<file path="src/sv/ffha_pkg.sv">
`timescale 1ns / 1ps
package ffha_pkg;

  localparam int HEAP_BYTES_DEF    = 1024;
  localparam int GRANULE_BYTES_DEF = 16;
  localparam int FIELD_W           = 10;

  localparam logic OP_ALLOC = 1'b0;
  localparam logic OP_FREE  = 1'b1;

  typedef struct packed {
    logic clr_wr;
    logic load;
    logic rd_g;
    logic rd_zero;
    logic rd_nxt;
    logic adv;
    logic wr_split;
    logic wr_grant_all;
    logic wr_grant_need;
    logic res_grant;
    logic wr_free;
    logic res_freed;
    logic head_latch;
    logic merge_wr;
    logic merge_adv;
    logic clr_nxt;
    logic out_load;
  } ffha_cmd_t;

  typedef struct packed {
    logic clr_last;
    logic in_free;
    logic foff_ok;
    logic fit;
    logic split;
    logic walk_end;
    logic hdr;
    logic step_end;
    logic mergeable;
    logic out_busy;
  } ffha_sts_t;

endpackage

</file>
<file path="src/sv/first_fit_heap_allocator.sv">
`timescale 1ns / 1ps
// Channel   Direction  Handshake            Payload
// in_       input      in_valid/in_ready    in_op, in_request_bytes, in_free_offset
// out_      output     out_valid/out_ready  out_data_offset, out_ok
//
// Alloc: each block visited on the first-fit walk is read in S_A_RD and
// checked in S_A_CHK, the block table having a registered read.
// Free: lookup, then a merge walk that joins adjacent free blocks.
// After reset the table is swept, one granule per cycle, with in_ready
// low. A result waits in the output register; the next transaction is
// taken once it has been loaded there.
module first_fit_heap_allocator
  import ffha_pkg::*;
#(
  parameter int HEAP_BYTES    = HEAP_BYTES_DEF,
  parameter int GRANULE_BYTES = GRANULE_BYTES_DEF
) (
  input  logic               clk,
  input  logic               rst_n,
  input  logic               in_valid,
  output logic               in_ready,
  input  logic               in_op,
  input  logic [FIELD_W-1:0] in_request_bytes,
  input  logic [FIELD_W-1:0] in_free_offset,
  output logic               out_valid,
  input  logic               out_ready,
  output logic [FIELD_W-1:0] out_data_offset,
  output logic               out_ok
);

  ffha_cmd_t cmd;
  ffha_sts_t sts;

  ffha_ctrl u_ctrl (
    .clk     (clk),
    .rst_n   (rst_n),
    .in_valid(in_valid),
    .in_ready(in_ready),
    .sts     (sts),
    .cmd     (cmd)
  );

  ffha_dp #(
    .HEAP_BYTES   (HEAP_BYTES),
    .GRANULE_BYTES(GRANULE_BYTES)
  ) u_dp (
    .clk             (clk),
    .rst_n           (rst_n),
    .in_op           (in_op),
    .in_request_bytes(in_request_bytes),
    .in_free_offset  (in_free_offset),
    .out_valid       (out_valid),
    .out_ready       (out_ready),
    .out_data_offset (out_data_offset),
    .out_ok          (out_ok),
    .cmd             (cmd),
    .sts             (sts)
  );

endmodule

</file>
<file path="src/sv/ffha_ram.sv">
`timescale 1ns / 1ps
module ffha_ram #(
  parameter int WIDTH = 8,
  parameter int DEPTH = 64
) (
  input  logic                     clk,
  input  logic                     we,
  input  logic [$clog2(DEPTH)-1:0] waddr,
  input  logic [WIDTH-1:0]         wdata,
  input  logic                     re,
  input  logic [$clog2(DEPTH)-1:0] raddr,
  output logic [WIDTH-1:0]         rdata
);

  logic [WIDTH-1:0] mem [DEPTH];
  logic [WIDTH-1:0] rdata_r;

  always_ff @(posedge clk) begin
    if (we) begin
      mem[waddr] <= wdata;
    end
    if (re) begin
      rdata_r <= mem[raddr];
    end
  end

  assign rdata = rdata_r;

endmodule

</file>
<file path="src/sv/ffha_ctrl.sv">
`timescale 1ns / 1ps
module ffha_ctrl
  import ffha_pkg::*;
(
  input  logic      clk,
  input  logic      rst_n,
  input  logic      in_valid,
  output logic      in_ready,
  input  ffha_sts_t sts,
  output ffha_cmd_t cmd
);

  typedef enum logic [3:0] {
    S_CLEAR,
    S_IDLE,
    S_A_RD,
    S_A_CHK,
    S_A_WG,
    S_F_RD,
    S_F_CHK,
    S_M_RD0,
    S_M_HEAD,
    S_M_STEP,
    S_M_NXT,
    S_M_CLR,
    S_DONE
  } state_t;

  state_t state_r, state_nxt;

  assign in_ready = (state_r == S_IDLE);

  always_comb begin
    state_nxt = state_r;
    cmd       = '0;
    case (state_r)
      S_CLEAR: begin
        cmd.clr_wr = 1'b1;
        if (sts.clr_last) begin
          state_nxt = S_IDLE;
        end
      end
      S_IDLE: begin
        if (in_valid) begin
          cmd.load = 1'b1;
          if (!sts.in_free) begin
            state_nxt = S_A_RD;
          end else if (sts.foff_ok) begin
            state_nxt = S_F_RD;
          end else begin
            state_nxt = S_DONE;
          end
        end
      end
      S_A_RD: begin
        cmd.rd_g  = 1'b1;
        state_nxt = S_A_CHK;
      end
      S_A_CHK: begin
        if (sts.fit) begin
          cmd.res_grant = 1'b1;
          if (sts.split) begin
            cmd.wr_split = 1'b1;
            state_nxt    = S_A_WG;
          end else begin
            cmd.wr_grant_all = 1'b1;
            state_nxt        = S_DONE;
          end
        end else if (sts.walk_end) begin
          state_nxt = S_DONE;
        end else begin
          cmd.adv   = 1'b1;
          state_nxt = S_A_RD;
        end
      end
      S_A_WG: begin
        cmd.wr_grant_need = 1'b1;
        state_nxt         = S_DONE;
      end
      S_F_RD: begin
        cmd.rd_g  = 1'b1;
        state_nxt = S_F_CHK;
      end
      S_F_CHK: begin
        if (sts.hdr) begin
          cmd.wr_free   = 1'b1;
          cmd.res_freed = 1'b1;
          state_nxt     = S_M_RD0;
        end else begin
          state_nxt = S_DONE;
        end
      end
      S_M_RD0: begin
        cmd.rd_zero = 1'b1;
        state_nxt   = S_M_HEAD;
      end
      S_M_HEAD: begin
        cmd.head_latch = 1'b1;
        state_nxt      = S_M_STEP;
      end
      S_M_STEP: begin
        if (sts.step_end) begin
          state_nxt = S_DONE;
        end else begin
          cmd.rd_nxt = 1'b1;
          state_nxt  = S_M_NXT;
        end
      end
      S_M_NXT: begin
        if (sts.mergeable) begin
          cmd.merge_wr = 1'b1;
          state_nxt    = S_M_CLR;
        end else begin
          cmd.merge_adv = 1'b1;
          state_nxt     = S_M_STEP;
        end
      end
      S_M_CLR: begin
        cmd.clr_nxt = 1'b1;
        state_nxt   = S_M_STEP;
      end
      S_DONE: begin
        if (!sts.out_busy) begin
          cmd.out_load = 1'b1;
          state_nxt    = S_IDLE;
        end
      end
      default: begin
        state_nxt = S_IDLE;
      end
    endcase
  end

  always_ff @(posedge clk) begin
    if (!rst_n) begin
      state_r <= S_CLEAR;
    end else begin
      state_r <= state_nxt;
    end
  end

endmodule

</file>
<file path="src/sv/ffha_dp.sv">
`timescale 1ns / 1ps
module ffha_dp
  import ffha_pkg::*;
#(
  parameter int HEAP_BYTES    = HEAP_BYTES_DEF,
  parameter int GRANULE_BYTES = GRANULE_BYTES_DEF
) (
  input  logic               clk,
  input  logic               rst_n,
  input  logic               in_op,
  input  logic [FIELD_W-1:0] in_request_bytes,
  input  logic [FIELD_W-1:0] in_free_offset,
  output logic               out_valid,
  input  logic               out_ready,
  output logic [FIELD_W-1:0] out_data_offset,
  output logic               out_ok,
  input  ffha_cmd_t          cmd,
  output ffha_sts_t          sts
);

  localparam int NG     = HEAP_BYTES / GRANULE_BYTES;
  localparam int GW     = $clog2(NG);
  localparam int EW     = GW + 2;
  localparam int NEED_W = $clog2(((1 << FIELD_W) - 1 + GRANULE_BYTES - 1) / GRANULE_BYTES + 1);
  localparam int CW     = (NEED_W > GW) ? NEED_W : GW;

  logic [GW-1:0]      g_r;
  logic [GW-1:0]      nxt_r;
  logic [NEED_W-1:0]  need_r;
  logic               cur_busy_r;
  logic [GW-1:0]      cur_cnt_r;
  logic               res_ok_r;
  logic [FIELD_W-1:0] res_off_r;
  logic               out_valid_r;
  logic [FIELD_W-1:0] out_data_offset_r;
  logic               out_ok_r;

  logic               ram_we;
  logic [GW-1:0]      ram_waddr;
  logic [EW-1:0]      ram_wdata;
  logic               ram_re;
  logic [GW-1:0]      ram_raddr;
  logic [EW-1:0]      ram_rdata;

  logic               rd_hdr;
  logic               rd_busy;
  logic [GW-1:0]      rd_cnt;

  logic [FIELD_W:0]   req_round;
  logic [NEED_W-1:0]  need_in;
  logic [FIELD_W-1:0] free_g;
  logic [GW:0]        walk_nxt;
  logic [GW:0]        step_nxt;
  logic [CW:0]        rest;
  logic [CW+1:0]      nh;
  logic [GW-1:0]      merged;
  logic [EW-1:0]      init_entry;

  assign {rd_hdr, rd_busy, rd_cnt} = ram_rdata;

  assign req_round = {1'b0, in_request_bytes} + (FIELD_W+1)'(GRANULE_BYTES - 1);
  assign need_in   = NEED_W'(req_round / GRANULE_BYTES);
  assign free_g    = FIELD_W'(in_free_offset / GRANULE_BYTES) - FIELD_W'(1);

  assign walk_nxt = {1'b0, g_r} + (GW+1)'(1) + {1'b0, rd_cnt};
  assign step_nxt = {1'b0, g_r} + (GW+1)'(1) + {1'b0, cur_cnt_r};
  assign rest     = (CW+1)'(rd_cnt) - (CW+1)'(need_r);
  assign nh       = (CW+2)'(g_r) + (CW+2)'(1) + (CW+2)'(need_r);
  assign merged   = cur_cnt_r + rd_cnt + GW'(1);

  assign init_entry = (g_r == '0) ? {1'b1, 1'b0, GW'(NG - 1)} : '0;

  always_comb begin
    sts           = '0;
    sts.clr_last  = (g_r == GW'(NG - 1));
    sts.in_free   = (in_op == OP_FREE);
    sts.foff_ok   = ({1'b0, in_free_offset} >= (FIELD_W+1)'(GRANULE_BYTES))
                 && ((in_free_offset % GRANULE_BYTES) == '0)
                 && (32'(free_g) < 32'(NG));
    sts.fit       = !rd_busy && ((CW+1)'(rd_cnt) >= (CW+1)'(need_r));
    sts.split     = (rest >= (CW+1)'(2)) && (nh < (CW+2)'(NG));
    sts.walk_end  = (walk_nxt >= (GW+1)'(NG));
    sts.hdr       = rd_hdr;
    sts.step_end  = (step_nxt >= (GW+1)'(NG));
    sts.mergeable = !cur_busy_r && !rd_busy;
    sts.out_busy  = out_valid_r && !out_ready;
  end

  always_comb begin
    ram_re    = 1'b0;
    ram_raddr = g_r;
    if (cmd.rd_g) begin
      ram_re = 1'b1;
    end else if (cmd.rd_zero) begin
      ram_re    = 1'b1;
      ram_raddr = '0;
    end else if (cmd.rd_nxt) begin
      ram_re    = 1'b1;
      ram_raddr = GW'(step_nxt);
    end
  end

  always_comb begin
    ram_we    = 1'b0;
    ram_waddr = g_r;
    ram_wdata = '0;
    if (cmd.clr_wr) begin
      ram_we    = 1'b1;
      ram_wdata = init_entry;
    end else if (cmd.wr_split) begin
      ram_we    = 1'b1;
      ram_waddr = GW'(nh);
      ram_wdata = {1'b1, 1'b0, GW'(rest - (CW+1)'(1))};
    end else if (cmd.wr_grant_all) begin
      ram_we    = 1'b1;
      ram_wdata = {1'b1, 1'b1, rd_cnt};
    end else if (cmd.wr_grant_need) begin
      ram_we    = 1'b1;
      ram_wdata = {1'b1, 1'b1, GW'(need_r)};
    end else if (cmd.wr_free) begin
      ram_we    = 1'b1;
      ram_wdata = {1'b1, 1'b0, rd_cnt};
    end else if (cmd.merge_wr) begin
      ram_we    = 1'b1;
      ram_wdata = {1'b1, 1'b0, merged};
    end else if (cmd.clr_nxt) begin
      ram_we    = 1'b1;
      ram_waddr = nxt_r;
    end
  end

  ffha_ram #(
    .WIDTH(EW),
    .DEPTH(NG)
  ) u_ram (
    .clk  (clk),
    .we   (ram_we),
    .waddr(ram_waddr),
    .wdata(ram_wdata),
    .re   (ram_re),
    .raddr(ram_raddr),
    .rdata(ram_rdata)
  );

  always_ff @(posedge clk) begin
    if (!rst_n) begin
      g_r <= '0;
    end else if (cmd.clr_wr) begin
      g_r <= sts.clr_last ? '0 : g_r + GW'(1);
    end else if (cmd.load) begin
      g_r <= sts.in_free ? GW'(free_g) : '0;
    end else if (cmd.adv) begin
      g_r <= GW'(walk_nxt);
    end else if (cmd.rd_zero) begin
      g_r <= '0;
    end else if (cmd.merge_adv) begin
      g_r <= nxt_r;
    end
  end

  always_ff @(posedge clk) begin
    if (cmd.load) begin
      need_r    <= need_in;
      res_ok_r  <= 1'b0;
      res_off_r <= '0;
    end
    if (cmd.res_grant) begin
      res_ok_r  <= 1'b1;
      res_off_r <= FIELD_W'((32'(g_r) + 32'd1) * 32'(GRANULE_BYTES));
    end
    if (cmd.res_freed) begin
      res_ok_r <= 1'b1;
    end
    if (cmd.rd_nxt) begin
      nxt_r <= GW'(step_nxt);
    end
    if (cmd.head_latch || cmd.merge_adv) begin
      cur_busy_r <= rd_busy;
      cur_cnt_r  <= rd_cnt;
    end else if (cmd.merge_wr) begin
      cur_cnt_r <= merged;
    end
  end

  always_ff @(posedge clk) begin
    if (!rst_n) begin
      out_valid_r <= 1'b0;
    end else if (cmd.out_load) begin
      out_valid_r <= 1'b1;
    end else if (out_ready) begin
      out_valid_r <= 1'b0;
    end
  end

  always_ff @(posedge clk) begin
    if (cmd.out_load) begin
      out_data_offset_r <= res_off_r;
      out_ok_r          <= res_ok_r;
    end
  end

  assign out_valid       = out_valid_r;
  assign out_data_offset = out_data_offset_r;
  assign out_ok          = out_ok_r;

endmodule

</file>
<file path="config.mk">
export PLATFORM = sky130hd
export DESIGN_NAME = first_fit_heap_allocator
export DESIGN_NICKNAME = d
export VERILOG_FILES = /design/src/sv/ffha_pkg.sv /design/src/sv/first_fit_heap_allocator.sv /design/src/sv/ffha_ram.sv /design/src/sv/ffha_ctrl.sv /design/src/sv/ffha_dp.sv
export SDC_FILE = /design/constraint.sdc
export NUM_CORES = 1
export LEC_CHECK = 0
export BUFFER_PORTS_ARGS = -buffer_cell sky130_fd_sc_hd__clkbuf_2
export CORE_ASPECT_RATIO = 1.75
export CORE_MARGIN = 5
export CORE_UTILIZATION = 40
export CTS_CLUSTER_SIZE = 8
export DETAILED_ROUTE_END_ITERATION = 8
export GPL_TIMING_DRIVEN = 0
export MAX_ROUTING_LAYER = met4
export PLACE_DENSITY = 0.53
export SETUP_SLACK_MARGIN = 0.05
export SYNTH_ARGS = -nofsm -noshare
export SYNTH_HDL_FRONTEND = slang
export SYNTH_SLANG_ARGS = --single-unit
</file>
<file path="constraint.sdc">
create_clock -name clk -period 12.6 [get_ports clk]
set_clock_uncertainty 0.15 [all_clocks]
set_input_delay 2.52 -clock clk [delete_from_list [all_inputs] [get_ports clk]]
set_output_delay 2.52 -clock clk [all_outputs]
set_load 0.02 [all_outputs]
</file>
# [Yosys cells after proc, flatten, opt, wreduce, memory -nomap -nowiden]
# Memories as Yosys holds them, arrays and structs flattened. A register that Yosys moved wholly into a read port is not among the register bits.
# Cells that the tools add are included.
[totals] mem_bits_rw=512 memories=1 register_bits=45 out_inout_bits=13 input_bits=25 elab_cells=148
[classes] eq_ne=16 addsub=13 magnitude_cmp=7 mux=79 reduce_logical=21
[mem_list] name="u_dp.u_ram.mem" depth=64 width=8 read_ports=1 rd_clocked_by_memory_dff=1 write_ports=1 line="ffha_ram.sv:15" text="logic [WIDTH-1:0] mem [DEPTH];"
[ops] operator="two-way mux 6 bit" n=19
[ops] operator="two-way mux 8 bit" n=7
[ops] operator="one-hot mux 4 bit (12 select lines)" n=1
[ops] operator="two-way mux 4 bit" n=9
[ops] operator="two-way mux 1 bit" n=34
[ops] operator="logical NOT 32 bit" n=1
[ops] operator="== test 4 bit, second input constant" n=5
[ops] operator="two-way mux 10 bit" n=2
[ops] operator="adder 6 x 1 -> 6 bit, second input constant" n=3
[ops] operator="== test 4 x 3 -> 1 bit, second input constant" n=4
[ops] operator="adder 6 x 1 -> 7 bit, second input constant" n=2
[ops] operator="adder 7 x 6 -> 7 bit" n=2
[ops] operator="greater-or-equal comparator 7 bit, second input constant" n=2
[ops] operator="adder 10 x 4 -> 11 bit, second input constant" n=1
[ops] operator="greater-or-equal comparator 10 x 5 -> 1 bit, second input constant" n=1
[ops] operator="< comparator 10 x 7 -> 1 bit, second input constant" n=1
[ops] operator="two-way mux 2 bit" n=5
[ops] operator="adder 9 x 7 -> 9 bit" n=1
[ops] operator="< comparator 9 x 7 -> 1 bit, second input constant" n=1
[ops] operator="== test 4 x 2 -> 1 bit, second input constant" n=2
[ops] operator="greater-or-equal comparator 8 x 2 -> 1 bit, second input constant" n=1
[ops] operator="subtractor 6 x 7 -> 8 bit" n=1
[ops] operator="greater-or-equal comparator 6 x 7 -> 1 bit" n=1
[ops] operator="subtractor 6 x 1 -> 7 bit, second input constant" n=1
[ops] operator="16 further kinds" n=29

# [Longest topological paths before layout]
[logic_depth] depth_word=12 depth_mapped=20 ltp_nobuf=15

# [Modules after synthesis]
# From an unflattened synthesis, not the netlist that was laid out.
[unflattened] cells_unflattened=1427 area_unflattened_um2=24462.2
[modules_own_cells] mod="ffha_ram" area_each_um2=20246.9 n_inst=1 seq_area_each_um2=15615.0 cells_per_inst=940
[modules_own_cells] mod="ffha_dp" area_each_um2=3698.5 n_inst=1 seq_area_each_um2=1151.1 cells_per_inst=418
[modules_own_cells] mod="ffha_ctrl" area_each_um2=516.7 n_inst=1 seq_area_each_um2=80.1 cells_per_inst=69

# [Least setup slack after synthesis]
# OpenSTA, ideal clock, no wires.
[synth_timing] kind="register -> register" startpoint="reg u_dp.g_r[1]" endpoint="mem u_dp.u_ram.mem[0][4] (data pin)" arrival_ns=5.354 setup_ns=0.702 n_path_buf=2 synth_period_minus_slack_ns=6.205 stages_incl_launch_ff=16 path_slack_ns=6.395 required_ns=11.748 cell_sequence="dfxtp_1 -> clkbuf_1 -> inv_1 -> ha_1 -> inv_1 -> fa_1 -> nor2b_1 -> o21ai_0 -> a21oi_1 -> o2111ai_1 -> o2bb2ai_1 -> o21ai_0 -> clkbuf_1 -> nor2_1 -> a21oi_1 -> o21ai_0"
[synth_via] elab_chain_cells=10 elab_cells_between_ends=13 cone_classes="add/sub (2); order compare (1); mux (8); reduce/logical (2)"
[synth_lines] item="start, declared" line="ffha_dp.sv:27" text="logic [GW-1:0] g_r;"
[synth_lines] item="start signal, assigned" line="ffha_dp.sv:149" text="g_r <= sts.clr_last ? '0 : g_r + GW'(1);"
[synth_lines] item="start signal, assigned" line="ffha_dp.sv:151" text="g_r <= sts.in_free ? GW'(free_g) : '0;"
[synth_lines] item="start signal, assigned" line="ffha_dp.sv:153" text="g_r <= GW'(walk_nxt);"
[synth_lines] item="adder 6 x 1 -> 7 bit" line="ffha_dp.sv:68" text="assign nh = (CW+2)'(g_r) + (CW+2)'(1) + (CW+2)'(need_r);"
[synth_lines] item="adder 9 x 7 -> 9 bit" line="ffha_dp.sv:68"
[synth_lines] item="< comparator 9 x 7 -> 1 bit" line="ffha_dp.sv:81" text="sts.split = (rest >= (CW+1)'(2)) && (nh < (CW+2)'(NG));"
[synth_lines] item="logical AND 1 bit" line="ffha_dp.sv:81"
[synth_lines] item="two-way mux 1 bit" line="ffha_ctrl.sv:62" text="if (sts.split) begin"
[synth_lines] item="two-way mux 2 bit" line="ffha_ctrl.sv:60" text="if (sts.fit) begin"
[synth_lines] item="two-way mux 3 bit" line="ffha_ctrl.sv:36" text="case (state_r)"
[synth_lines] item="two-way mux 8 bit" line="ffha_dp.sv:114" text="end else if (cmd.wr_grant_all) begin"
[synth_lines] item="two-way mux 8 bit" line="ffha_dp.sv:110" text="end else if (cmd.wr_split) begin"
[synth_lines] item="two-way mux 8 bit *" line="ffha_dp.sv:107" text="if (cmd.clr_wr) begin"
[synth_lines] item="named net u_dp.ram_wdata[4]" line="ffha_dp.sv:40" text="logic [EW-1:0] ram_wdata;"
[synth_lines] item="end, declared" line="ffha_ram.sv:15"
# Mark *: on every way through the listed nets, which the timed path passes. The rest lies on a longest branch.

# [Final worst setup path]
[layout_timing] startpoint="reg u_dp.g_r[1]" endpoint="reg u_dp.u_ram.rdata_r[7] (netlist: u_dp.u_ram.rdata[7]) (read register of u_dp.u_ram.mem) (data pin)"
[layout_via] elab_chain_cells=8 elab_cells_between_ends=11 cone_classes="add/sub (2); order compare (1); mux (8)"
[layout_lines] item="adder 6 x 1 -> 7 bit" line="ffha_dp.sv:66" text="assign step_nxt = {1'b0, g_r} + (GW+1)'(1) + {1'b0, cur_cnt_r};"
[layout_lines] item="adder 7 x 6 -> 7 bit" line="ffha_dp.sv:66"
[layout_lines] item="greater-or-equal comparator 7 bit" line="ffha_dp.sv:84" text="sts.step_end = (step_nxt >= (GW+1)'(NG));"
[layout_lines] item="two-way mux 1 bit" line="ffha_ctrl.sv:102" text="if (sts.step_end) begin"
[layout_lines] item="two-way mux 1 bit" line="ffha_ctrl.sv:36"
[layout_lines] item="two-way mux 6 bit or two-way mux 1 bit (tied branches)" line="ffha_dp.sv:97" text="end else if (cmd.rd_nxt) begin"
[layout_lines] item="two-way mux 6 bit or two-way mux 1 bit (tied branches)" line="ffha_dp.sv:94" text="end else if (cmd.rd_zero) begin"
[layout_lines] item="two-way mux 6 bit or two-way mux 1 bit (tied branches)" line="ffha_dp.sv:92" text="if (cmd.rd_g) begin"
[layout_lines] item="end, declared" line="ffha_ram.sv:16" text="logic [WIDTH-1:0] rdata_r;"
# Several ways; a longest one is shown, not always the timed one.
# A chain may end at the register's enable or synchronous reset.

==> results.toml <==
[sta]
setup_violations = 0
min_period_ns = 7.291
slew_viol_final = 0
rsz0062_at_grt = "false"
holdWs_ns = 0.2675
tightest_slew_ns = 1.267
fin_crit_sh = 0.5787
max_freq_mhz = 137.2
finalSetupTns_ns = 0
setup_ws_ns = 5.309
finalHoldViolCount = 0
slew_headroom = 0.1525

[detailed_routing]
viasPerCell = 6.107
drt_first_pass_iters = 6
via_count = 17870
route.detailed.drc = 0
drt-initial-drc-count = 1687
wl_per_cell_um = 31.29
routed.top_layer = "met4"
wl_met1_um = 28990
wl_met2_um = 47890
dr_wl_met3_um = 5429
routed_wl_um = 91600
ant_nets = 0

[global_routing]
grt_pass1_vias = 18440
grt_usage = 0.2652
grt_overflow_total = 0
grt_pass1_wl_um = 129900
antenna_found_initial = 0
grt_max_degree = 65

[critical_path]
crit_arrival_ns = 7.42
crit_type = "reg -> reg"
crit_fanout = 10
r2r_cells = 16
crit_cells = 16
path_delay_family = "simple AND/OR/NAND/NOR gates"
startpoint_type = "register"
crit_path_max_incr_delay_ns = 0.85
required_ns = 12.73
path_buf_inv = 6
crit_chain = "clkbuf_1, inv_1, ha_1, inv_1, fa_1, nor2b_1, o2111ai_2, nand4_2, nand3_1, nand2_1, buf_4, buf_2, clkbuf_1, a32oi_1, nor4_1, o32ai_1"
end_kind = "register"
slowest_stage = "nor4_1"

[clock_tree]
ctsRootBufferMaster = "clkbuf_16"
cts-resized-gates = 0
htreeDepth = 3
cts_tree = "yes"
postCtsHoldBufs = 0
clock_latency_ns = 0.63
clkTransAtPathRegs_ns = 0.05
cts_num_sinks = 565
cts_setup_buffers = 0
clockBufferDepth = 3
numCtsBuffers = 80

[pwr]
leakage_nw = 9.878
vdd_drop_max_mv = 0.08572
power_density_nw_per_um2 = 153.4
finalPower_mw = 4.522

[layout]
final_nets = 2159
drive_above_1_share = 0.1168
syn_to_final_growth_pct = 14.86

[floorplanning]
io_pins = 38
die_y_um = 345.1
die_w_um = 201.5
dieArea_um2 = 69550
rows = 123
start_util = 0.4010
core_area_um2 = 64020

[placed_design]
port_buffers = 32
dpl.hpwl_um = 67480
dpl_worst_slack_ns = 5.743
place_congestion = 1.049

[logic_synthesis]
synth_area_leaders = "edfxtp_1, nand3_1, o21ai_0"
synth_edf_count = 553
synth_seq_cells = 565
synth.distinct_cells = 88
yosysWarningCount = 0
synth.top_cell.area_share = 0.6468
synth_area_leader_cell = "edfxtp_1"
async_flop_share = 0
synth-seq-area-share = 0.6562
syn_area_um2 = 25670
synthFlopType = "edfxtp_1"
syn_area_per_cell_um2 = 13.12
syn_inst = 1957

[outcome]
outcome = "finished clean"

[worst_hold_path]
worstHoldPathType = "reg -> reg"
hold_depth = 0

[run]
maxCapViolCount = 0
[registers in the layout, indices dropped and copies added, names as in the netlist]
register	cells
u_dp.nxt_r	6
u_dp.out_ok	1
u_dp.u_ram.mem	512
u_dp.cur_busy_r	1
u_ctrl.state_r	4
u_dp.g_r	6
u_dp.cur_cnt_r	6
u_dp.res_off_r	6
u_dp.res_ok_r	1
u_dp.out_valid	1
u_dp.out_data_offset	6
u_dp.need_r	7
u_dp.u_ram.rdata	8
[metrics by stage]
| step | cells | utilization | area (µm²) |
|---|---|---|---|
| after global placement | 2804 | 0.4195 | 26860 |
| final | 2927 | 0.4606 | 29490 |
| after detailed placement | 2823 | 0.4261 | 27280 |
| after global routing | 2926 | 0.4605 | 29480 |
| after floorplan | 1960 | - | 25680 |
| after CTS | 2926 | 0.4604 | 29480 |
[logic make-up after synthesis]
kind of cell    Yosys count  synth area share
mux                      97           0.04016
fa+ha+maj                41           0.02144
simple gates            536            0.1029
other cells               1         0.0001461
xor+xnor                 33           0.01126
compound gates          513            0.1363
buf+inv                 171           0.03158
flops                   565            0.6562
[layer usage]
metal,global-route usage,vias to the layer above
li1,-,7873
met2,0.4649,832
met5,-,-
met3,0.04393,331
met1,0.2527,8838
met4,0.2188,0
[Yosys cell counts (9+ instances only)]
cell type and instances:
a32o_1 9, o221ai_1 10, and3_1 45, xnor2_1 18, clkbuf_1 90, o31ai_1 15, edfxtp_1 553, a21oi_1 108
inv_1 41, and2_1 28, a2111oi_0 21, xor2_1 15, o32ai_1 9, a221oi_1 10, buf_2 15, o2111ai_1 16
o31a_1 9, a21o_1 40, a211oi_1 38, a311oi_1 9, mux2i_1 49, o21ai_0 137, nor2b_1 11, nor4_1 14
o2111a_1 10, nand3_1 147, mux2_2 48, nor2_1 116, dfxtp_1 12, nand2_1 114, nor3_1 13, ha_1 36
[layout make-up]
class	instances	area (µm²)
multi-input combinational	1224	8130
buffer	128	649.4
sequential	565	16850
antenna	1	2.502
tap	812	1016
clock inverter	8	141.4
clock buffer	95	2058
fill	5660	34530
timing repair buffer	51	481.7
inverter	43	161.4
[worst register-to-register path: stages, from the launching register on]
cell	delay, ns
dfxtp_1	0.33
clkbuf_1	0.34
inv_1	0.16
ha_1	0.46
inv_1	0.20
fa_1	0.43
nor2b_1	0.21
o2111ai_2	0.35
nand4_2	0.42
nand3_1	0.56
nand2_1	0.40
buf_4	0.28
buf_2	0.39
clkbuf_1	0.75
a32oi_1	0.30
nor4_1	0.85
o32ai_1	0.36
[placed cells by master (no fill, tap or decap), types with 15 or more instances in the layout]
master	count
buf_2	15
a21o_1	39
buf_4	15
nand2_1	113
and3_1	45
clkbuf_16	80
and2_1	28
a211oi_1	38
xor2_1	15
o31ai_1	15
mux2i_1	49
a2111oi_0	21
edfxtp_1	553
clkbuf_2	32
clkbuf_1	105
mux2_2	48
nor2_1	116
ha_1	36
xnor2_1	18
nand3_1	147
o21ai_0	136
a21oi_1	108
inv_1	41
[power breakdown]
part	leakage, nW	switching (mW)	internal, mW	total (mW)
Sequential	4.96	0.00402	2.14	2.14
Clock	1.06	0.802	1.15	1.95
Combinational	3.86	0.311	0.123	0.433
[worst paths after layout]
check / startpoint / end / slack, ns
max: u_dp.g_r[1] / u_dp.u_ram.rdata[7] / 5.31
min reg2reg: u_dp.res_off_r[4] / u_dp.out_data_offset[4] / 0.27
min: u_dp.res_off_r[4] / u_dp.out_data_offset[4] / 0.27
max reg2reg: u_dp.g_r[1] / u_dp.u_ram.rdata[7] / 5.31
(Power assumes the default switching activity.)
